--- src/hdl/sgfd_pkg.sv ---
// -----------------------------------------------------------------------------
// Sensor grid deframer package
// Result kinds, framing bytes, status tags, the token layout lookup and the
// command and status bundles between the controller and the datapath.
// -----------------------------------------------------------------------------
package sgfd_pkg;

   localparam logic [2:0] KIND_PIXEL     = 3'd0;
   localparam logic [2:0] KIND_ACCEPT    = 3'd1;
   localparam logic [2:0] KIND_CK_DROP   = 3'd2;
   localparam logic [2:0] KIND_UNCHECKED = 3'd3;
   localparam logic [2:0] KIND_SYNC_LOST = 3'd4;

   localparam logic [7:0] BYTE_SYNC = 8'hFF;
   localparam logic [7:0] BYTE_ZERO = 8'h00;

   localparam logic [7:0] TAG_NONE = 8'h00;
   localparam logic [7:0] TAG_V    = 8'h56;
   localparam logic [7:0] TAG_S    = 8'h53;
   localparam logic [7:0] TAG_I    = 8'h49;
   localparam logic [7:0] TAG_M    = 8'h4D;
   localparam logic [7:0] TAG_F    = 8'h46;
   localparam logic [7:0] TAG_W    = 8'h57;
   localparam logic [7:0] TAG_H    = 8'h48;
   localparam logic [7:0] TAG_G    = 8'h47;
   localparam logic [7:0] TAG_N    = 8'h4E;
   localparam logic [7:0] TAG_X    = 8'h58;
   localparam logic [7:0] TAG_XL   = 8'h78;
   localparam logic [7:0] TAG_C    = 8'h43;

   localparam logic [15:0] VERSION_BASE = 16'd260;
   localparam logic [15:0] VERSION_GRID = 16'd261;
   localparam logic [15:0] VERSION_MUX  = 16'd262;

   localparam logic [15:0] LEGACY_WIDTH  = 16'd20;
   localparam logic [15:0] LEGACY_HEIGHT = 16'd10;

   localparam logic [2:0] HEX_DIGITS = 3'd4;

   typedef struct packed {
      logic       load_byte;
      logic       sync_lost;
      logic       tag_start;
      logic       digit;
      logic       digit_last;
      logic       row_line;
      logic       pixel;
      logic       row_end;
      logic       div_start;
      logic       status_emit;
      logic [3:0] token_index;
   } sgfd_cmd_type;

   typedef struct packed {
      logic is_ff;
      logic is_zero;
      logic tag_ok;
      logic hex_ok;
      logic tok_err;
      logic tok_finish;
      logic line_ok;
      logic vpr_zero;
      logic data_last;
      logic line_last;
      logic div_busy;
      logic out_busy;
   } sgfd_stat_type;

   // Expected tag letter at a token slot for a firmware version
   function automatic logic [7:0] tag_for(input logic [15:0] version,
                                          input logic [3:0]  idx);
      logic [7:0] tag;
      tag = TAG_NONE;
      if (idx == 4'd0) begin
         tag = TAG_V;
      end else begin
         case (idx)
            4'd1: tag = TAG_S;
            4'd2: tag = TAG_I;
            4'd3: tag = TAG_M;
            4'd4: tag = TAG_F;
            4'd5: tag = TAG_W;
            4'd6: tag = TAG_H;
            default: tag = TAG_NONE;
         endcase
         if (version == VERSION_BASE) begin
            case (idx)
               4'd7: tag = TAG_N;
               4'd8: tag = TAG_C;
               default: ;
            endcase
         end else if (version == VERSION_GRID) begin
            case (idx)
               4'd7: tag = TAG_G;
               4'd8: tag = TAG_N;
               4'd9: tag = TAG_C;
               default: ;
            endcase
         end else if (version == VERSION_MUX) begin
            case (idx)
               4'd7:  tag = TAG_G;
               4'd8:  tag = TAG_N;
               4'd9:  tag = TAG_X;
               4'd10: tag = TAG_XL;
               4'd11: tag = TAG_C;
               default: ;
            endcase
         end
         if (version != VERSION_BASE && version != VERSION_GRID &&
             version != VERSION_MUX) begin
            tag = TAG_NONE;
         end else if (version == VERSION_BASE && idx > 4'd8) begin
            tag = TAG_NONE;
         end else if (version == VERSION_GRID && idx > 4'd9) begin
            tag = TAG_NONE;
         end else if (version == VERSION_MUX && idx > 4'd11) begin
            tag = TAG_NONE;
         end
      end
      return tag;
   endfunction

endpackage

--- src/hdl/sgfd_if.sv ---
// -----------------------------------------------------------------------------
// Sensor grid deframer channels
// Valid/ready channels for received bytes and for deframed results.
// -----------------------------------------------------------------------------
interface sgfd_req_if;
   logic       valid;
   logic       ready;
   logic [7:0] data_byte;

   modport source (output valid, output data_byte, input ready);
   modport sink   (input valid, input data_byte, output ready);
endinterface

interface sgfd_rsp_if;
   logic        valid;
   logic        ready;
   logic [2:0]  kind;
   logic [5:0]  row;
   logic [5:0]  column;
   logic [7:0]  pixel;
   logic [15:0] frame_number;
   logic [15:0] firmware_version;
   logic [15:0] firmware_status;
   logic [15:0] controller_id;
   logic [15:0] firmware_mode;
   logic [15:0] frame_rate;
   logic [6:0]  grid_width;
   logic [6:0]  grid_height;

   modport source (output valid, output kind, output row, output column, output pixel,
                   output frame_number, output firmware_version, output firmware_status,
                   output controller_id, output firmware_mode, output frame_rate,
                   output grid_width, output grid_height, input ready);
   modport sink   (input valid, input kind, input row, input column, input pixel,
                   input frame_number, input firmware_version, input firmware_status,
                   input controller_id, input firmware_mode, input frame_rate,
                   input grid_width, input grid_height, output ready);
endinterface

--- src/hdl/sensor_grid_frame_deframer.sv ---
// Timing: a taken byte beat is registered and examined once no result beat waits;
//   its result beat is registered, and for the byte that closes a status line only
//   after the width-by-multiplex divide has finished. A result beat not taken holds it.
// Flow: a new byte is taken only after the last one has been examined; the byte that
//   closes a status line also holds the byte channel for the width-by-multiplex divide.
// Reset (synchronous, active high) starts the hunt for 0xFF 0x00 with all
//   status fields, grid size and byte sum at zero and the first-frame flag set.
// -----------------------------------------------------------------------------
// Sensor grid frame deframer
// Deframes a serial sensor grid byte stream into pixel writes and per-frame
// status events (accepted, checksum drop, unchecked) or sync-lost events.
// -----------------------------------------------------------------------------
module sensor_grid_frame_deframer #(
   parameter int MAX_GRID_WIDTH  = 64,
   parameter int MAX_GRID_HEIGHT = 64
) (
   input  logic        clock,
   input  logic        reset,
   sgfd_req_if.sink    req_bus,
   sgfd_rsp_if.source  rsp_bus
);

   sgfd_pkg::sgfd_cmd_type  cmd;
   sgfd_pkg::sgfd_stat_type stat;

   // Controller: phase machine; hold the byte channel while a result waits
   // or the divider runs, advance on each examined byte.
   sgfd_ctrl u_ctrl (
      .clock     (clock),
      .reset     (reset),
      .req_valid (req_bus.valid),
      .req_ready (req_bus.ready),
      .stat      (stat),
      .cmd       (cmd)
   );

   // Datapath: token values, grid geometry, row counters, the 32-bit byte
   // sum for the checksum, the divider and the result register.
   sgfd_dpath #(
      .MAX_GRID_WIDTH  (MAX_GRID_WIDTH),
      .MAX_GRID_HEIGHT (MAX_GRID_HEIGHT)
   ) u_dpath (
      .clock         (clock),
      .reset         (reset),
      .cmd           (cmd),
      .stat          (stat),
      .req_data_byte (req_bus.data_byte),
      .rsp           (rsp_bus)
   );

endmodule

--- src/hdl/sgfd_ctrl.sv ---
// -----------------------------------------------------------------------------
// Sensor grid deframer controller
// Framing phase machine: hunt, status tokens and grid rows.
// -----------------------------------------------------------------------------
module sgfd_ctrl (
   input  logic                   clock,
   input  logic                   reset,
   input  logic                   req_valid,
   output logic                   req_ready,
   input  sgfd_pkg::sgfd_stat_type stat,
   output sgfd_pkg::sgfd_cmd_type  cmd
);

   typedef enum logic [1:0] {ST_WAIT, ST_EXEC, ST_DIV} state_type;
   typedef enum logic [2:0] {
      PH_HUNT, PH_SYNC_FF, PH_STAT_FF, PH_STAT_LINE,
      PH_TOKENS, PH_ROW_FF, PH_ROW_LINE, PH_ROW_DATA
   } phase_type;

   state_type st_ff, st_in;
   phase_type ph_ff, ph_in;
   logic [3:0] tidx_ff, tidx_in;
   logic [2:0] didx_ff, didx_in;

   always_comb begin
      st_in   = st_ff;
      ph_in   = ph_ff;
      tidx_in = tidx_ff;
      didx_in = didx_ff;
      cmd     = '0;
      cmd.token_index = tidx_ff;
      req_ready = (st_ff == ST_WAIT);
      unique case (st_ff)
         ST_WAIT: begin
            if (req_valid) begin
               cmd.load_byte = 1'b1;
               st_in = ST_EXEC;
            end
         end
         ST_EXEC: begin
            if (!stat.out_busy) begin
               st_in = ST_WAIT;
               unique case (ph_ff)
                  PH_HUNT: begin
                     if (stat.is_ff) ph_in = PH_SYNC_FF;
                  end
                  PH_SYNC_FF: begin
                     if (stat.is_zero) begin
                        ph_in   = PH_TOKENS;
                        tidx_in = '0;
                        didx_in = '0;
                     end else if (!stat.is_ff) begin
                        ph_in = PH_HUNT;
                     end
                  end
                  PH_STAT_FF, PH_ROW_FF: begin
                     if (!stat.is_ff) begin
                        cmd.sync_lost = 1'b1;
                        ph_in = PH_HUNT;
                     end else begin
                        ph_in = (ph_ff == PH_STAT_FF) ? PH_STAT_LINE : PH_ROW_LINE;
                     end
                  end
                  PH_STAT_LINE: begin
                     if (!stat.is_zero) begin
                        cmd.sync_lost = 1'b1;
                        ph_in = PH_HUNT;
                     end else begin
                        ph_in   = PH_TOKENS;
                        tidx_in = '0;
                        didx_in = '0;
                     end
                  end
                  PH_TOKENS: begin
                     if (didx_ff == 3'd0) begin
                        if (!stat.tag_ok) begin
                           cmd.sync_lost = 1'b1;
                           ph_in = PH_HUNT;
                        end else begin
                           cmd.tag_start = 1'b1;
                           didx_in = 3'd1;
                        end
                     end else if (!stat.hex_ok) begin
                        cmd.sync_lost = 1'b1;
                        ph_in = PH_HUNT;
                     end else begin
                        cmd.digit = 1'b1;
                        if (didx_ff < sgfd_pkg::HEX_DIGITS) begin
                           didx_in = didx_ff + 3'd1;
                        end else begin
                           cmd.digit_last = 1'b1;
                           if (stat.tok_err) begin
                              cmd.sync_lost = 1'b1;
                              ph_in = PH_HUNT;
                           end else if (stat.tok_finish) begin
                              cmd.div_start = 1'b1;
                              st_in = ST_DIV;
                              ph_in = PH_ROW_FF;
                           end else begin
                              tidx_in = tidx_ff + 4'd1;
                              didx_in = '0;
                           end
                        end
                     end
                  end
                  PH_ROW_LINE: begin
                     if (!stat.line_ok) begin
                        cmd.sync_lost = 1'b1;
                        ph_in = PH_HUNT;
                     end else begin
                        cmd.row_line = 1'b1;
                        if (stat.vpr_zero) begin
                           cmd.row_end = 1'b1;
                           ph_in = stat.line_last ? PH_STAT_FF : PH_ROW_FF;
                        end else begin
                           ph_in = PH_ROW_DATA;
                        end
                     end
                  end
                  PH_ROW_DATA: begin
                     cmd.pixel = 1'b1;
                     if (stat.data_last) begin
                        cmd.row_end = 1'b1;
                        ph_in = stat.line_last ? PH_STAT_FF : PH_ROW_FF;
                     end
                  end
                  default: ph_in = PH_HUNT;
               endcase
               if (cmd.sync_lost) begin
                  tidx_in = '0;
                  didx_in = '0;
               end
            end
         end
         ST_DIV: begin
            if (!stat.div_busy && !stat.out_busy) begin
               cmd.status_emit = 1'b1;
               st_in = ST_WAIT;
            end
         end
         default: st_in = ST_WAIT;
      endcase
   end

   always_ff @(posedge clock) begin
      if (reset) begin
         st_ff   <= ST_WAIT;
         ph_ff   <= PH_HUNT;
         tidx_ff <= '0;
         didx_ff <= '0;
      end else begin
         st_ff   <= st_in;
         ph_ff   <= ph_in;
         tidx_ff <= tidx_in;
         didx_ff <= didx_in;
      end
   end

endmodule

--- src/hdl/sgfd_dpath.sv ---
// -----------------------------------------------------------------------------
// Sensor grid deframer datapath
// Byte register, hex token assembly, status fields, grid size, row counters,
// byte sum, width divider and the result register.
// -----------------------------------------------------------------------------
module sgfd_dpath #(
   parameter int MAX_GRID_WIDTH  = 64,
   parameter int MAX_GRID_HEIGHT = 64
) (
   input  logic                    clock,
   input  logic                    reset,
   input  sgfd_pkg::sgfd_cmd_type  cmd,
   output sgfd_pkg::sgfd_stat_type stat,
   input  logic [7:0]              req_data_byte,
   sgfd_rsp_if.source              rsp
);

   localparam int WW = $clog2(MAX_GRID_WIDTH + 1);
   localparam int HW = $clog2(MAX_GRID_HEIGHT + 1);
   localparam int CW = $clog2(WW + 1);

   function automatic logic [4:0] hex_decode(input logic [7:0] b);
      logic [4:0] r;
      r = '0;
      if (b >= 8'h30 && b <= 8'h39) r = {1'b1, 4'(b - 8'h30)};
      else if (b >= 8'h41 && b <= 8'h46) r = {1'b1, 4'(b - 8'h37)};
      else if (b >= 8'h61 && b <= 8'h66) r = {1'b1, 4'(b - 8'h57)};
      return r;
   endfunction

   logic [7:0]    byte_ff;
   logic [15:0]   acc_ff;
   logic [15:0]   version_ff;
   logic [15:0]   fw_status_ff, ctrl_id_ff, fw_mode_ff, rate_ff, frame_ff;
   logic [WW-1:0] width_ff;
   logic [HW-1:0] height_ff;
   logic [15:0]   mux_count_ff, mux_phase_ff;
   logic [WW-1:0] vpr_ff, data_count_ff;
   logic [6:0]    line_ff;
   logic [31:0]   sum_ff;
   logic          first_ff;
   logic [15:0]   ck_ff;
   logic          has_ck_ff;
   logic [16:0]   rem_ff;
   logic [WW-1:0] quo_ff;
   logic [CW-1:0] div_cnt_ff;
   logic          out_valid_ff;
   logic [2:0]    out_kind_ff;
   logic [5:0]    out_row_ff, out_col_ff;
   logic [7:0]    out_pixel_ff;

   logic [4:0]    hex;
   logic [15:0]   acc_next;
   logic [7:0]    cur_tag;
   logic          w_bad, h_bad;
   logic [WW-1:0] vpr_next;
   logic [5:0]    col;
   logic [2:0]    status_kind;
   logic [16:0]   rem_sh;
   logic          fits;
   logic          emit;
   logic          out_busy;

   assign hex      = hex_decode(byte_ff);
   assign acc_next = {acc_ff[11:0], hex[3:0]};
   assign cur_tag  = sgfd_pkg::tag_for(version_ff, cmd.token_index);
   assign w_bad    = (acc_next == 16'd0) || (acc_next > 16'(MAX_GRID_WIDTH));
   assign h_bad    = (acc_next == 16'd0) || (acc_next > 16'(MAX_GRID_HEIGHT));
   assign vpr_next = (mux_count_ff == 16'd0) ? width_ff : quo_ff;
   assign col      = (mux_count_ff == 16'd0) ? 6'(data_count_ff)
                   : 6'(mux_phase_ff[5:0] + 6'(6'(data_count_ff) * mux_count_ff[5:0]));
   assign rem_sh   = {rem_ff[15:0], quo_ff[WW-1]};
   assign fits     = rem_sh >= {1'b0, mux_count_ff};
   assign out_busy = out_valid_ff && !rsp.ready;
   assign emit     = cmd.sync_lost || cmd.pixel || cmd.status_emit;

   always_comb begin
      if (first_ff) status_kind = sgfd_pkg::KIND_UNCHECKED;
      else if (mux_phase_ff == 16'd0 && has_ck_ff)
         status_kind = (sum_ff == {16'd0, ck_ff}) ? sgfd_pkg::KIND_ACCEPT
                                                  : sgfd_pkg::KIND_CK_DROP;
      else status_kind = sgfd_pkg::KIND_UNCHECKED;
   end

   always_comb begin
      stat.is_ff      = (byte_ff == sgfd_pkg::BYTE_SYNC);
      stat.is_zero    = (byte_ff == sgfd_pkg::BYTE_ZERO);
      stat.tag_ok     = (cur_tag != sgfd_pkg::TAG_NONE) && (byte_ff == cur_tag);
      stat.hex_ok     = hex[4];
      stat.tok_err    = ((cur_tag == sgfd_pkg::TAG_V) && (acc_next > sgfd_pkg::VERSION_MUX))
                     || ((cur_tag == sgfd_pkg::TAG_W) && w_bad)
                     || ((cur_tag == sgfd_pkg::TAG_H) && h_bad)
                     || ((cur_tag == sgfd_pkg::TAG_XL) && (mux_count_ff != 16'd0)
                         && (acc_next >= mux_count_ff));
      stat.tok_finish = ((cur_tag == sgfd_pkg::TAG_V) && (acc_next < sgfd_pkg::VERSION_BASE))
                     || (cur_tag == sgfd_pkg::TAG_C);
      stat.line_ok    = (byte_ff == {1'b0, line_ff}) && (line_ff != 7'd0);
      stat.vpr_zero   = (vpr_ff == '0);
      stat.data_last  = ({1'b0, data_count_ff} + 1'b1) >= {1'b0, vpr_ff};
      stat.line_last  = 9'(line_ff) >= 9'(height_ff);
      stat.div_busy   = (div_cnt_ff != '0);
      stat.out_busy   = out_busy;
   end

   always_ff @(posedge clock) begin
      if (cmd.load_byte) byte_ff <= req_data_byte;
      if (emit) begin
         out_kind_ff  <= cmd.pixel ? sgfd_pkg::KIND_PIXEL
                       : cmd.sync_lost ? sgfd_pkg::KIND_SYNC_LOST : status_kind;
         out_row_ff   <= cmd.pixel ? 6'(line_ff - 7'd1) : 6'd0;
         out_col_ff   <= cmd.pixel ? col : 6'd0;
         out_pixel_ff <= cmd.pixel ? byte_ff : 8'd0;
      end
      if (reset) begin
         acc_ff        <= '0;
         version_ff    <= '0;
         fw_status_ff  <= '0;
         ctrl_id_ff    <= '0;
         fw_mode_ff    <= '0;
         rate_ff       <= '0;
         frame_ff      <= '0;
         width_ff      <= '0;
         height_ff     <= '0;
         mux_count_ff  <= '0;
         mux_phase_ff  <= '0;
         vpr_ff        <= '0;
         data_count_ff <= '0;
         line_ff       <= '0;
         sum_ff        <= '0;
         first_ff      <= 1'b1;
         ck_ff         <= '0;
         has_ck_ff     <= 1'b0;
         rem_ff        <= '0;
         quo_ff        <= '0;
         div_cnt_ff    <= '0;
         out_valid_ff  <= 1'b0;
      end else begin
         if (cmd.tag_start) acc_ff <= '0;
         if (cmd.digit) acc_ff <= acc_next;
         // store the finished token
         if (cmd.digit && cmd.digit_last) begin
            case (cur_tag)
               sgfd_pkg::TAG_V: begin
                  version_ff <= acc_next;
                  if (acc_next < sgfd_pkg::VERSION_BASE) begin
                     width_ff  <= WW'(sgfd_pkg::LEGACY_WIDTH);
                     height_ff <= HW'(sgfd_pkg::LEGACY_HEIGHT);
                     has_ck_ff <= 1'b0;
                  end
               end
               sgfd_pkg::TAG_S: fw_status_ff <= acc_next;
               sgfd_pkg::TAG_I: ctrl_id_ff   <= acc_next;
               sgfd_pkg::TAG_M: fw_mode_ff   <= acc_next;
               sgfd_pkg::TAG_F: rate_ff      <= acc_next;
               sgfd_pkg::TAG_N: frame_ff     <= acc_next;
               sgfd_pkg::TAG_W: if (!w_bad) width_ff  <= WW'(acc_next);
               sgfd_pkg::TAG_H: if (!h_bad) height_ff <= HW'(acc_next);
               sgfd_pkg::TAG_X: mux_count_ff <= acc_next;
               sgfd_pkg::TAG_XL: mux_phase_ff <= acc_next;
               sgfd_pkg::TAG_C: begin
                  ck_ff     <= acc_next;
                  has_ck_ff <= 1'b1;
               end
               default: ;
            endcase
         end
         if (cmd.row_line) data_count_ff <= '0;
         if (cmd.pixel) begin
            sum_ff        <= sum_ff + {24'd0, byte_ff};
            data_count_ff <= data_count_ff + 1'b1;
         end
         if (cmd.row_end) line_ff <= stat.line_last ? 7'd0 : line_ff + 7'd1;
         // restoring divide of width by mux count, one quotient bit a cycle;
         // a legacy line divides the fixed width that lands on this same edge
         if (cmd.div_start) begin
            rem_ff     <= '0;
            quo_ff     <= (cur_tag == sgfd_pkg::TAG_V) ? WW'(sgfd_pkg::LEGACY_WIDTH)
                                                      : width_ff;
            div_cnt_ff <= CW'(WW);
         end else if (div_cnt_ff != '0) begin
            rem_ff     <= fits ? rem_sh - {1'b0, mux_count_ff} : rem_sh;
            quo_ff     <= {quo_ff[WW-2:0], fits};
            div_cnt_ff <= div_cnt_ff - 1'b1;
         end
         if (cmd.status_emit) begin
            vpr_ff   <= vpr_next;
            first_ff <= 1'b0;
            sum_ff   <= '0;
            line_ff  <= 7'd1;
         end
         if (cmd.sync_lost) begin
            first_ff      <= 1'b1;
            sum_ff        <= '0;
            width_ff      <= '0;
            height_ff     <= '0;
            line_ff       <= '0;
            vpr_ff        <= '0;
            data_count_ff <= '0;
         end
         out_valid_ff <= emit || (out_valid_ff && !rsp.ready);
      end
   end

   assign rsp.valid            = out_valid_ff;
   assign rsp.kind             = out_kind_ff;
   assign rsp.row              = out_row_ff;
   assign rsp.column           = out_col_ff;
   assign rsp.pixel            = out_pixel_ff;
   assign rsp.frame_number     = frame_ff;
   assign rsp.firmware_version = version_ff;
   assign rsp.firmware_status  = fw_status_ff;
   assign rsp.controller_id    = ctrl_id_ff;
   assign rsp.firmware_mode    = fw_mode_ff;
   assign rsp.frame_rate       = rate_ff;
   assign rsp.grid_width       = 7'(width_ff);
   assign rsp.grid_height      = 7'(height_ff);

   a_one_result: assert property (@(posedge clock) disable iff (reset)
      $onehot0({cmd.sync_lost, cmd.pixel, cmd.status_emit}))
      else $error("more than one result source in a cycle");
   a_emit_free: assert property (@(posedge clock) disable iff (reset)
      emit |-> !out_busy)
      else $error("result loaded over an untaken beat");
   a_pixel_vpr: assert property (@(posedge clock) disable iff (reset)
      cmd.pixel |-> (vpr_ff != '0))
      else $error("pixel in a row with no values");
   a_div_done: assert property (@(posedge clock) disable iff (reset)
      cmd.status_emit |-> (div_cnt_ff == '0))
      else $error("status event before divide finished");
   a_div_run: assert property (@(posedge clock) disable iff (reset)
      cmd.div_start |=> (div_cnt_ff == CW'(WW)))
      else $error("divider did not start");

endmodule

--- src/flat_wrapper.sv ---
// flat-port wrapper written by rule: the top's interface ports become plain ports
module sensor_grid_frame_deframer_flat 
#(
   parameter int MAX_GRID_WIDTH  = 64,
   parameter int MAX_GRID_HEIGHT = 64
)
  (clock, reset, req_bus_valid, req_bus_data_byte, req_bus_ready, rsp_bus_valid, rsp_bus_kind, rsp_bus_row, rsp_bus_column, rsp_bus_pixel, rsp_bus_frame_number, rsp_bus_firmware_version, rsp_bus_firmware_status, rsp_bus_controller_id, rsp_bus_firmware_mode, rsp_bus_frame_rate, rsp_bus_grid_width, rsp_bus_grid_height, rsp_bus_ready);
  sgfd_req_if req_bus_i ();
  sgfd_rsp_if rsp_bus_i ();
  input  logic clock;
  input  logic reset;
  input wire logic [$bits(req_bus_i.valid)-1:0] req_bus_valid;
  input wire logic [$bits(req_bus_i.data_byte)-1:0] req_bus_data_byte;
  output wire logic [$bits(req_bus_i.ready)-1:0] req_bus_ready;
  output wire logic [$bits(rsp_bus_i.valid)-1:0] rsp_bus_valid;
  output wire logic [$bits(rsp_bus_i.kind)-1:0] rsp_bus_kind;
  output wire logic [$bits(rsp_bus_i.row)-1:0] rsp_bus_row;
  output wire logic [$bits(rsp_bus_i.column)-1:0] rsp_bus_column;
  output wire logic [$bits(rsp_bus_i.pixel)-1:0] rsp_bus_pixel;
  output wire logic [$bits(rsp_bus_i.frame_number)-1:0] rsp_bus_frame_number;
  output wire logic [$bits(rsp_bus_i.firmware_version)-1:0] rsp_bus_firmware_version;
  output wire logic [$bits(rsp_bus_i.firmware_status)-1:0] rsp_bus_firmware_status;
  output wire logic [$bits(rsp_bus_i.controller_id)-1:0] rsp_bus_controller_id;
  output wire logic [$bits(rsp_bus_i.firmware_mode)-1:0] rsp_bus_firmware_mode;
  output wire logic [$bits(rsp_bus_i.frame_rate)-1:0] rsp_bus_frame_rate;
  output wire logic [$bits(rsp_bus_i.grid_width)-1:0] rsp_bus_grid_width;
  output wire logic [$bits(rsp_bus_i.grid_height)-1:0] rsp_bus_grid_height;
  input wire logic [$bits(rsp_bus_i.ready)-1:0] rsp_bus_ready;
  assign req_bus_i.valid = req_bus_valid;
  assign req_bus_i.data_byte = req_bus_data_byte;
  assign req_bus_ready = req_bus_i.ready;
  assign rsp_bus_valid = rsp_bus_i.valid;
  assign rsp_bus_kind = rsp_bus_i.kind;
  assign rsp_bus_row = rsp_bus_i.row;
  assign rsp_bus_column = rsp_bus_i.column;
  assign rsp_bus_pixel = rsp_bus_i.pixel;
  assign rsp_bus_frame_number = rsp_bus_i.frame_number;
  assign rsp_bus_firmware_version = rsp_bus_i.firmware_version;
  assign rsp_bus_firmware_status = rsp_bus_i.firmware_status;
  assign rsp_bus_controller_id = rsp_bus_i.controller_id;
  assign rsp_bus_firmware_mode = rsp_bus_i.firmware_mode;
  assign rsp_bus_frame_rate = rsp_bus_i.frame_rate;
  assign rsp_bus_grid_width = rsp_bus_i.grid_width;
  assign rsp_bus_grid_height = rsp_bus_i.grid_height;
  assign rsp_bus_i.ready = rsp_bus_ready;
  sensor_grid_frame_deframer #(.MAX_GRID_WIDTH(MAX_GRID_WIDTH), .MAX_GRID_HEIGHT(MAX_GRID_HEIGHT)) u_core (.clock(clock), .reset(reset), .req_bus(req_bus_i), .rsp_bus(rsp_bus_i));
endmodule
--- config.mk ---
export PLATFORM = sky130hd
export DESIGN_NAME = sensor_grid_frame_deframer_flat
export DESIGN_NICKNAME = d
export VERILOG_FILES = /design/src/hdl/sgfd_pkg.sv /design/src/hdl/sgfd_if.sv /design/src/hdl/sensor_grid_frame_deframer.sv /design/src/hdl/sgfd_ctrl.sv /design/src/hdl/sgfd_dpath.sv /design/src/flat_wrapper.sv
export SDC_FILE = /design/constraint.sdc
export NUM_CORES = 1
export LEC_CHECK = 0
export ABC_AREA = 0
export BUFFER_PORTS_ARGS = -buffer_cell sky130_fd_sc_hd__clkbuf_2
export CAP_MARGIN = 30
export CORE_ASPECT_RATIO = 0.9
export CORE_MARGIN = 10
export CORE_UTILIZATION = 40
export DETAILED_ROUTE_END_ITERATION = 8
export HOLD_SLACK_MARGIN = 0.05
export PLACE_DENSITY = 0.67
export SLEW_MARGIN = 10
export SYNTH_ARGS = -nofsm -noshare
export SYNTH_HDL_FRONTEND = slang
export SYNTH_SLANG_ARGS = --single-unit
export TNS_END_PERCENT = 1
--- constraint.sdc ---
create_clock -name clock -period 8.8 [get_ports clock]
set_clock_uncertainty 0.1 [all_clocks]
set_input_delay 0.44 -clock clock [delete_from_list [all_inputs] [get_ports clock]]
set_output_delay 0.44 -clock clock [all_outputs]
set_load 0.01 [all_outputs]
==> flow_metrics.env, run 1 <==
export IMPL_io_buffers=146
export IMPL_gp_congestion=0.956
export IMPL_p_int_w=0.00250
export IMPL_synth_cells=1996
export IMPL_fin_crit_ns=5.78
export IMPL_nFillCells=3959
export IMPL_synth_top_area_share_pct=31.9
export IMPL_synth_area_sq_um=16600
export IMPL_synthXorXnorAreaFrac_pct=4.59
export IMPL_async_reset_ff_share_pct=0
export IMPL_fmax_mhz=173
export IMPL_cp_arrival_ns=6.11
export IMPL_drtPass1Iterations=5
export IMPL_power_leakage_nw=7.32
export IMPL_coreArea_sq_um=40800
export IMPL_cts_resized=0
export IMPL_grt_pass1_wl_microns=80500
export IMPL_rows=70
export IMPL_layout_drive_gt1_share_pct=12.9
export IMPL_grtUsageTotal_pct=19.7
export IMPL_post_cts_buffers=0
export IMPL_antenna_cells=0
export IMPL_synth_top_family_by_area="simple AND/OR/NAND/NOR gates"
export IMPL_die_w_microns=235
export IMPL_maxCapViolCount=0
export IMPL_finalNetCount=2187
export IMPL_clk_latency_ns=0.58
export IMPL_syn_avg_cell_area_sq_um=8.31
export IMPL_status="finished clean"
export IMPL_power_density_nw_per_um2=184
export IMPL_grt_pass1_vias=14000
export IMPL_h_tree_depth=1
export IMPL_cp_max_fo=42
export IMPL_synth_cell_type_count=92
export IMPL_finalSetupViolations=0
export IMPL_yosysTopAreaCell="dfxtp_1"
export IMPL_synth_edff_count=31
export IMPL_cts_tree="built"
export IMPL_numClockSinks=295
export IMPL_p_sw_w=0.000994
export IMPL_numCtsBuffers=30
export IMPL_dp_hpwl_microns=37500
export IMPL_crit_type="flop to flop"
export IMPL_grt_ovfl_total=0
export IMPL_drc_errors=0
export IMPL_vias_per_cell=5.65
export IMPL_peakVddDrop_v=0.000153
export IMPL_hold_buffers=8
export IMPL_clockRootBuffer="clkbuf_16"
export IMPL_antenna_found_initial=0
export IMPL_yosysWarnings=0
export IMPL_yosys_area_share_simple_pct=23.9
export IMPL_switching_share_pct=28.4
export IMPL_fin_crit_sh_pct=65.7
export IMPL_area_growth_syn_to_layout_pct=14.3
export IMPL_hold_ws_ns=0.110
export IMPL_slew_headroom_pct=35.3
export IMPL_ys_ff_latch=295
export IMPL_p_seq_share_pct=41.3
export IMPL_hp_class="input pin to flop"
export IMPL_pwr_share_clk_pct=39.1
export IMPL_grt_max_degree=87
export IMPL_avgRoutedWirePerCell_microns=19.4
export IMPL_drt_iter0_drc=1381
export IMPL_tightest_slew_ns=0.969
export IMPL_clkTransAtPathRegs_ns=0.07
export IMPL_ant_nets=0
export IMPL_max_clock_path_buffers=3
export IMPL_synth_main_ff_cell="dfxtp_1"
export IMPL_ios=147
export IMPL_syn_num_nets=2102
export IMPL_rsz0062_at_grt="false"
export IMPL_seq_area_frac_synth_pct=37.5
export IMPL_final_hold_viol_count=0
export IMPL_start_kind="flop"
export IMPL_synth_fa_ha_area_share_pct=7.50
export IMPL_synth_compound_area_share_pct=14.9
export IMPL_fin_setup_tns_ns=0
export IMPL_crit_required_ns=9.13
export IMPL_drt_wl_total_microns=51300
export IMPL_end_kind="flop"
export IMPL_initial_core_util_pct=40.6
export IMPL_yosys_top_cells_area="dfxtp_1 (32%), ha_1 (6.4%), mux2i_1 (6.3%), edfxtp_1 (5.6%), nand2_1 (5.5%)"
export IMPL_die_y_microns=213
export IMPL_maxSlewViolCount=0
export IMPL_yosysMostFrequentCell="dfxtp_1"
export IMPL_p_comb_share_pct=19.5
export IMPL_dieArea_sq_um=50000
export IMPL_vias=15000
export IMPL_synth_common_cells="dfxtp_1 (264), nand2_1 (241), nor2_1 (234), a21oi_1 (132), mux2i_1 (104)"
export IMPL_synthMuxAreaShare_pct=6.48
==> sequential cells by signal, summed over array words and instances, names as in the netlist, 4 cells and up <==
| name | cells |
|---|---|
| u_core.u_dpath.line_ff | 7 |
| u_core.u_dpath.rsp.firmware_mode | 16 |
| u_core.u_dpath.rsp.grid_width | 7 |
| u_core.u_dpath.acc_ff | 12 |
| u_core.u_dpath.ck_ff | 16 |
| u_core.u_dpath.mux_count_ff | 16 |
| u_core.u_dpath.rsp.controller_id | 16 |
| u_core.u_dpath.mux_phase_ff | 16 |
| u_core.u_dpath.rsp.firmware_status | 16 |
| u_core.u_dpath.sum_ff | 32 |
| u_core.u_dpath.rsp.firmware_version | 16 |
| u_core.u_dpath.rsp.pixel | 8 |
| u_core.u_dpath.rsp.grid_height | 7 |
| u_core.u_dpath.rsp.row | 6 |
| u_core.u_dpath.rsp.frame_number | 16 |
| u_core.u_dpath.vpr_ff | 7 |
| u_core.u_dpath.rsp.column | 6 |
| u_core.u_ctrl.tidx_ff | 4 |
| u_core.u_dpath.quo_ff | 7 |
| u_core.u_dpath.byte_ff | 8 |
| u_core.u_dpath.data_count_ff | 7 |
| u_core.u_dpath.rsp.frame_rate | 16 |
| u_core.u_dpath.rem_ff | 16 |
==> path summary, 6_finish.rpt <==
check | from | to | cells past startpoint | slack [ns]
max | u_core.u_dpath.byte_ff[1]$_DFFE_PP_ | u_core.u_dpath.line_ff[1]$_SDFFE_PP0P_ | 19 | 3.02
min | req_bus_valid | u_core.u_ctrl.st_ff[0]$_SDFFE_PP0P_ | 3 | 0.11
max reg2reg | u_core.u_dpath.byte_ff[1]$_DFFE_PP_ | u_core.u_dpath.line_ff[1]$_SDFFE_PP0P_ | 19 | 3.02
min reg2reg | u_core.u_dpath.rsp.controller_id[2]$_SDFFE_PP0P_ | u_core.u_dpath.rsp.controller_id[2]$_SDFFE_PP0P_ | 2 | 0.35
==> power by group through the flow <==
| stage | clock [W] | sequential [W] | combinational, W |
|---|---|---|---|
| global placement | 0 | 0.00147 | 0.000642 |
| CTS | 0.00139 | 0.00144 | 0.000679 |
| detailed placement | 0 | 0.00147 | 0.000668 |
| global route | 0.00145 | 0.00145 | 0.000777 |
| floorplan | 0 | 0.00146 | 0.000535 |
| finish | 0.00137 | 0.00144 | 0.000684 |
==> critical path: stages (launching register included) <==
cell      delay, ns
edfxtp_1       0.57
inv_1          0.31
ha_1           0.24
or3b_1         0.36
o311a_1        0.21
nor2_1         0.48
nor2_1         0.10
buf_4          0.21
ha_1           0.30
nand2_1        0.05
o21ai_0        0.16
a31oi_1        0.10
o21ai_0        0.31
nand2_1        0.10
a211o_1        0.34
a211oi_1       0.30
a2111o_1       0.19
a31o_2         0.56
buf_4          0.52
nor3_1         0.11
==> final cells by class <==
type                            instances  area, sq um  area share [%]
Timing Repair Buffer                  183         1130            5.95
Clock buffer                           44          896            4.72
Sequential cell                       295         6220            32.8
Tap cell                              540          676            3.56
Multi-Input combinational cell       1488         9560            50.4
Clock inverter                         12          171           0.904
Inverter                               83          312            1.64
==> metrics by stage <==
step | worst slack, ns | power (W) | instances | area, sq um | utilization [%]
after floorplan | 3.90 | 0.00199 | 1996 | 16600 | -
after CTS | 3.11 | 0.00351 | 2645 | 19000 | 46.5
after global placement | 3.06 | 0.00211 | 2570 | 17600 | 43.2
after global routing | 2.60 | 0.00367 | 2645 | 19000 | 46.5
final | 3.02 | 0.00350 | 2645 | 19000 | 46.5
after detailed placement | 3.13 | 0.00214 | 2581 | 17800 | 43.7
==> cells by family (layout without fill, tap and decap cells) <==
group / count (synthesis) / after routing
and+or+nand+nor: 825 / 825
adders and majority gates: 94 / 94
xor gates and xnor gates: 87 / 87
muxes: 107 / 107
AOI/OAI and AO/OA: 375 / 375
buffers and inverters: 213 / 322
DFF: 295 / 295
==> routing by layer <==
| metal | GRT usage [%] | routed length (microns) |
|---|---|---|
| met2 | 31.3 | 22800 |
| met4 | 5.07 | 1130 |
| met3 | 4.88 | 4400 |
| met1 | 26.3 | 22900 |
| met5 | 0 | 0 |
==> layout by cell type, fill, tap and decap left out, drive strengths merged, types with 8 or more instances in the layout <==
cell         netlist  final
o21ai             54     54
nor4              32     32
a31oi             13     13
fa                 9      9
nor3              80     80
dlygate4sd3        0      8
xnor2             44     44
or3               13     13
a2111oi            8      8
a21o              25     25
dfxtp            264    264
a311oi             9      9
nand4             25     25
nor2b             21     21
xor2              43     43
and2              20     20
nand2b            18     18
nand3             61     61
nand2            241    241
clkbuf           100    189
nor2             235    235
o211ai            10     10
and3              25     25
a21oi            133    133
inv               82     82
mux2i            104    104
ha                85     85
buf               30     30
edfxtp            31     31
or2               10     10
a211oi            37     37
nand3b            11     11
a22oi             17     17
(Power assumes the default switching activity.)
==> run 2: changes to the inputs <==
clock period = 5.76 ns   (was 8.8 ns; I/O delays follow)
==> run 2 against run 1 <==
Clock-buffer cell count decreased by 8; die area is the same; final area grew 0.77%; sequential power rose by 53%.
==> flow_metrics.env, run 2 (same netlist as run 1, synthesis figures left out) <==
export IMPL_crit_slowest_cell="edfxtp_1"
export IMPL_drc_errors=0
export IMPL_h_tree_depth=1
export IMPL_power_w=0.00548
export IMPL_grt_ovfl_total=0
export IMPL_reg2regPathDepth=18
export IMPL_peakVddDrop_v=0.000220
export IMPL_grtUsageTotal_pct=20.0
export IMPL_final_area_sq_um=19100
export IMPL_slowest_delay_ns=0.51
export IMPL_hold_depth=4
export IMPL_cp_arrival_ns=5.32
export IMPL_cts_resized=0
export IMPL_dp_cells=2594
export IMPL_numCtsBuffers=31
export IMPL_final_cell_count_no_fill=2662
export IMPL_maxCapViolCount=0
export IMPL_cp_max_fo=23
export IMPL_power_leakage_nw=7.43
export IMPL_grt_max_degree=90
export IMPL_tightest_slew_ns=0.998
export IMPL_drtPass1Iterations=6
export IMPL_slew_headroom_pct=33.5
export IMPL_largest_register_ffs=32
export IMPL_grt_pass1_vias=14300
export IMPL_dp_hpwl_microns=37800
export IMPL_coreArea_sq_um=40800
export IMPL_layout_common_cells="dfxtp_1 (264), nand2_1 (241), nor2_1 (234)"
export IMPL_numClockSinks=295
export IMPL_fin_setup_tns_ns=0
export IMPL_min_from="rsp_bus_ready"
export IMPL_cp_cell_sequence="clkinv_1 > ha_1 > or3b_1 > o311a_1 > a21o_1 > inv_2 > ha_1 > nor2b_1 > o21ai_0 > a31oi_1 > o21ai_0 > nand2_1 > a211o_1 > a211oi_1 > a2111o_1 > nand3_1 > nand3_1 > buf_4"
export IMPL_die_y_microns=213
export IMPL_fmax_mhz=193
export IMPL_hold_ws_ns=0.0686
export IMPL_max_clock_path_buffers=3
export IMPL_area_growth_syn_to_layout_pct=15.2
export IMPL_drt_wl_total_microns=51800
export IMPL_initial_core_util_pct=40.6
export IMPL_clockRootBuffer="clkbuf_16"
export IMPL_gp_congestion=0.959
export IMPL_rsz0062_at_grt="false"
export IMPL_layout_commonest_cell="dfxtp_1"
export IMPL_ios=147
export IMPL_final_hold_viol_count=0
export IMPL_clk_latency_ns=0.59
export IMPL_antenna_cells=0
export IMPL_fin_crit_ns=5.18
export IMPL_antenna_found_initial=0
export IMPL_r2r_end="u_core.u_dpath.rsp.row[5]$_SDFFCE_PN0P_"
export IMPL_fin_crit_sh_pct=89.9
export IMPL_dieArea_sq_um=50000
export IMPL_regMostFlops="u_core.u_dpath.sum_ff"
export IMPL_finalSetupViolations=0
export IMPL_place_area_sq_um=17900
export IMPL_drt_iter0_drc=1252
export IMPL_rows=70
export IMPL_finalNetCount=2203
export IMPL_rrSetupSlack_ns=0.58
export IMPL_vias_per_cell=5.64
export IMPL_hold_end="u_core.u_ctrl.st_ff[0]$_SDFFE_PP0P_"
export IMPL_io_buffers=146
export IMPL_crit_type="flop to flop"
export IMPL_ant_nets=0
export IMPL_maxSlewViolCount=0
export IMPL_layout_drive_gt1_share_pct=13.7
export IMPL_power_density_nw_per_um2=287
export IMPL_crit_required_ns=5.90
export IMPL_r2r_start="u_core.u_dpath.byte_ff[0]$_DFFE_PP_"
export IMPL_status="finished clean"
export IMPL_hp_class="input pin to flop"
export IMPL_vias=15000
export IMPL_clkTransAtPathRegs_ns=0.06
export IMPL_start_kind="flop"
export IMPL_cts_tree="built"
export IMPL_end_kind="flop"
export IMPL_die_w_microns=235
export IMPL_avgRoutedWirePerCell_microns=19.5
export IMPL_grt_pass1_wl_microns=81700
-- run 2: repair_timing --
| action | CTS | global route |
|---|---|---|
| hold endpoints to repair | 9 | 0 |
| hold buffers | 9 | 0 |
| setup buffers | 0 | 0 |
-- run 2: power by group --
group	switching (W)	internal, W	total, W	leakage [nW]
Clock	0.000872	0.00139	0.00226	0.562
Sequential	0.0000611	0.00215	0.00221	2.37
Combinational	0.000611	0.000406	0.00102	4.49
Total	0.00154	0.00394	0.00548	7.43
-- run 2: final cells by class --
cell class / count / area [sq um]
Sequential cell: 295 / 6220
Timing Repair Buffer: 198 / 1180
Fill cell: 4042 / 21700
Clock inverter: 22 / 333
Multi-Input combinational cell: 1488 / 9560
Clock buffer: 36 / 825
Tap cell: 540 / 676
Inverter: 83 / 312
-- run 2: worst max path at each step --
stage	from	to	slack, ns	cells after the start
after floorplan	u_core.u_dpath.byte_ff[1]$_DFFE_PP_	u_core.u_dpath.rsp.column[0]$_SDFFCE_PN0P_	0.86	19
after global placement	u_core.u_dpath.byte_ff[0]$_DFFE_PP_	u_core.u_dpath.rsp.pixel[1]$_SDFFCE_PN0P_	0.90	18
after detailed placement	u_core.u_dpath.byte_ff[0]$_DFFE_PP_	u_core.u_dpath.rsp.pixel[1]$_SDFFCE_PN0P_	0.75	18
after CTS	u_core.u_dpath.byte_ff[0]$_DFFE_PP_	u_core.u_dpath.rsp.row[5]$_SDFFCE_PN0P_	0.73	18
after global routing	u_core.u_dpath.byte_ff[0]$_DFFE_PP_	u_core.u_dpath.rsp.row[2]$_SDFFCE_PN0P_	0.26	18
final	u_core.u_dpath.byte_ff[0]$_DFFE_PP_	u_core.u_dpath.rsp.row[5]$_SDFFCE_PN0P_	0.58	18
-- run 2: critical path, delay by kind of cell, from the launching register on --
family | cells | cell delay (ns)
AOI/OAI and AO/OA | 8 | 2.07
buffers and inverters | 3 | 0.82
and+or+nand+nor | 5 | 0.68
adders and majority gates | 2 | 0.63
DFF | 1 | 0.51
-- run 2: layer usage --
layer  wire length (microns)  share of wire, %  GRT usage [%]  vias to the layer above
met5                       0                 0              0                        -
met4                     978               1.9           4.67                        0
met3                    4000               7.7           3.83                       66
met2                   23700                46           32.7                      539
met1                   23100                45           26.7                     7180
li1                        -                 -              -                     7231
-- run 2: per-stage QoR --
step	util (%)	setup slack (ns)
floorplan	-	0.857
global placement	43.5	0.900
detailed placement	43.7	0.750
CTS	46.8	0.732
global route	46.8	0.255
finish	46.8	0.582
==> run 3: changes to the inputs <==
clock period = 5.5 ns   (was 5.76 ns; I/O delays follow)
==> run 3 against run 2 <==
Final area up 0.46%; global-route usage is essentially flat; first-iteration DRC count increased by 19%; combinational power grew 5%; critical path type unchanged; routed wire length increased by 0.54%; worst setup slack worse by 0.16 ns; via count grew 0.70%; critical path depth stayed put.
==> flow_metrics.env, run 3 (same netlist as run 1, synthesis figures left out) <==
export IMPL_numCtsBuffers=34
export IMPL_largest_register_ffs=32
export IMPL_maxSlewViolCount=0
export IMPL_fin_crit_sh_pct=92.3
export IMPL_clkTransAtPathRegs_ns=0.06
export IMPL_r2r_end="u_core.u_dpath.rsp.pixel[0]$_SDFFCE_PN0P_"
export IMPL_ant_nets=0
export IMPL_dp_hpwl_microns=37600
export IMPL_gp_congestion=0.960
export IMPL_slowest_delay_ns=0.50
export IMPL_final_area_sq_um=19200
export IMPL_fin_crit_ns=5.08
export IMPL_peakVddDrop_v=0.000231
export IMPL_die_w_microns=235
export IMPL_hold_depth=4
export IMPL_drt_wl_total_microns=52100
export IMPL_drc_errors=0
export IMPL_cp_arrival_ns=5.17
export IMPL_io_buffers=146
export IMPL_max_clock_path_buffers=3
export IMPL_slew_headroom_pct=42.2
export IMPL_grt_ovfl_total=0
export IMPL_grtUsageTotal_pct=20.0
export IMPL_start_kind="flop"
export IMPL_fin_setup_tns_ns=0
export IMPL_vias=15100
export IMPL_crit_family="compound AO/OA/AOI/OAI gates"
export IMPL_coreArea_sq_um=40800
export IMPL_cp_max_fo=23
export IMPL_dp_slack_ns=0.324
export IMPL_power_leakage_nw=7.48
export IMPL_final_hold_viol_count=0
export IMPL_numClockSinks=295
export IMPL_h_tree_depth=2
export IMPL_layout_drive_gt1_share_pct=13.6
export IMPL_rrSetupSlack_ns=0.42
export IMPL_finalNetCount=2207
export IMPL_crit_slowest_cell="edfxtp_1"
export IMPL_hold_end="u_core.u_dpath.rsp.valid$_SDFF_PP0_"
export IMPL_layout_commonest_cell="dfxtp_1"
export IMPL_place_area_sq_um=17800
export IMPL_crit_type="flop to flop"
export IMPL_grt_pass1_wl_microns=81800
export IMPL_layout_common_cells="dfxtp_1 (264), nand2_1 (241), nor2_1 (233)"
export IMPL_initial_core_util_pct=40.6
export IMPL_vias_per_cell=5.67
export IMPL_nFillCells=3920
export IMPL_maxCapViolCount=0
export IMPL_crit_buf_inv=2
export IMPL_end_kind="flop"
export IMPL_drtPass1Iterations=5
export IMPL_timing_final_ws_setup_ns=0.424
export IMPL_cts_tree="built"
export IMPL_finalSetupViolations=0
export IMPL_grt_max_degree=71
export IMPL_power_w=0.00590
export IMPL_rsz0062_at_grt="false"
export IMPL_regMostFlops="u_core.u_dpath.sum_ff"
export IMPL_hp_class="input pin to flop"
export IMPL_reg2regPathDepth=18
export IMPL_fmax_mhz=197
export IMPL_min_from="rsp_bus_ready"
export IMPL_tightest_slew_ns=0.865
export IMPL_die_y_microns=213
export IMPL_avgRoutedWirePerCell_microns=19.5
export IMPL_ios=147
export IMPL_rows=70
export IMPL_crit_required_ns=5.59
export IMPL_power_density_nw_per_um2=307
export IMPL_r2r_start="u_core.u_dpath.byte_ff[0]$_DFFE_PP_"
export IMPL_cp_cell_sequence="clkinv_1 > ha_1 > nor2b_1 > o311a_1 > nor2_2 > nor2_1 > ha_1 > nand2_1 > o21ai_0 > a31oi_1 > o21ai_0 > nand2_1 > a211o_1 > a211oi_1 > a2111o_1 > nand3_1 > nand3_1 > buf_4"
export IMPL_dieArea_sq_um=50000
export IMPL_antenna_found_initial=0
export IMPL_clk_latency_ns=0.54
export IMPL_post_route_util_pct=47.0
export IMPL_antenna_cells=0
export IMPL_area_growth_syn_to_layout_pct=15.7
export IMPL_clockRootBuffer="clkbuf_16"
export IMPL_status="finished clean"
export IMPL_drt_iter0_drc=1484
export IMPL_grt_pass1_vias=14500
==> run 3: through the flow <==
step / hold slack [ns] / instances
floorplan: 0.274 / 1996
global placement: 0.338 / 2588
detailed placement: 0.345 / 2594
CTS: 0.0906 / 2664
global route: 0.135 / 2666
finish: 0.109 / 2666
==> run 3: timing repair <==
action                                  CTS  global route
hold buffers                              9             0
resized for setup                         0             1
endpoints found under the hold margin     9             0
buffers inserted                          0             0
endpoints found under the setup margin    0            23
==> run 3: area by class of cell <==
| type | instances | area [sq um] | share of cell area, % |
|---|---|---|---|
| clock inverters | 15 | 299 | 1.56 |
| multi-input cells | 1488 | 9570 | 49.8 |
| flip-flops and latches | 295 | 6220 | 32.4 |
| well taps | 540 | 676 | 3.52 |
| repair buffers | 199 | 1170 | 6.11 |
| clock buffers | 46 | 957 | 4.99 |
| inverters | 83 | 312 | 1.62 |
==> run 3: worst max path at each step <==
stage	to	start	depth (start not counted)	slack (ns)
after floorplan	u_core.u_dpath.rsp.column[0]$_SDFFCE_PN0P_	u_core.u_dpath.byte_ff[1]$_DFFE_PP_	19	0.60
after global placement	u_core.u_dpath.rsp.pixel[3]$_SDFFCE_PN0P_	u_core.u_dpath.byte_ff[0]$_DFFE_PP_	18	0.52
after detailed placement	u_core.u_dpath.rsp.pixel[3]$_SDFFCE_PN0P_	u_core.u_dpath.byte_ff[0]$_DFFE_PP_	18	0.32
after CTS	u_core.u_dpath.rsp.pixel[7]$_SDFFCE_PN0P_	u_core.u_dpath.byte_ff[0]$_DFFE_PP_	18	0.32
after global routing	u_core.u_dpath.rsp.row[0]$_SDFFCE_PN0P_	u_core.u_dpath.byte_ff[0]$_DFFE_PP_	18	0.06
final	u_core.u_dpath.rsp.pixel[0]$_SDFFCE_PN0P_	u_core.u_dpath.byte_ff[0]$_DFFE_PP_	18	0.42
==> run 3: worst register-to-register path, delay by kind of cell (launching register included) <==
family / cells / cell delay [ns]
AOI/OAI and AO/OA: 7 / 1.76
and+or+nand+nor: 7 / 1.13
buffers and inverters: 2 / 0.65
adders and majority gates: 2 / 0.58
DFF: 1 / 0.50
==> run 3: where the power goes <==
part	internal, W	switching [W]	total (W)	leakage (nW)
Clock	0.00157	0.000949	0.00252	0.608
Combinational	0.000426	0.000645	0.00107	4.50
Sequential	0.00225	0.0000654	0.00231	2.37
Total	0.00424	0.00166	0.00590	7.48
==> run 3: per-layer routing <==
layer	share of wire, %	global-route usage (%)	wire length, microns	vias to the layer above
li1	-	-	-	7228
met1	44	25.7	22800	7265
met2	46	32.7	23700	548
met3	8.5	5.17	4410	80
met4	2.2	5.71	1150	0
met5	0	0	0	-
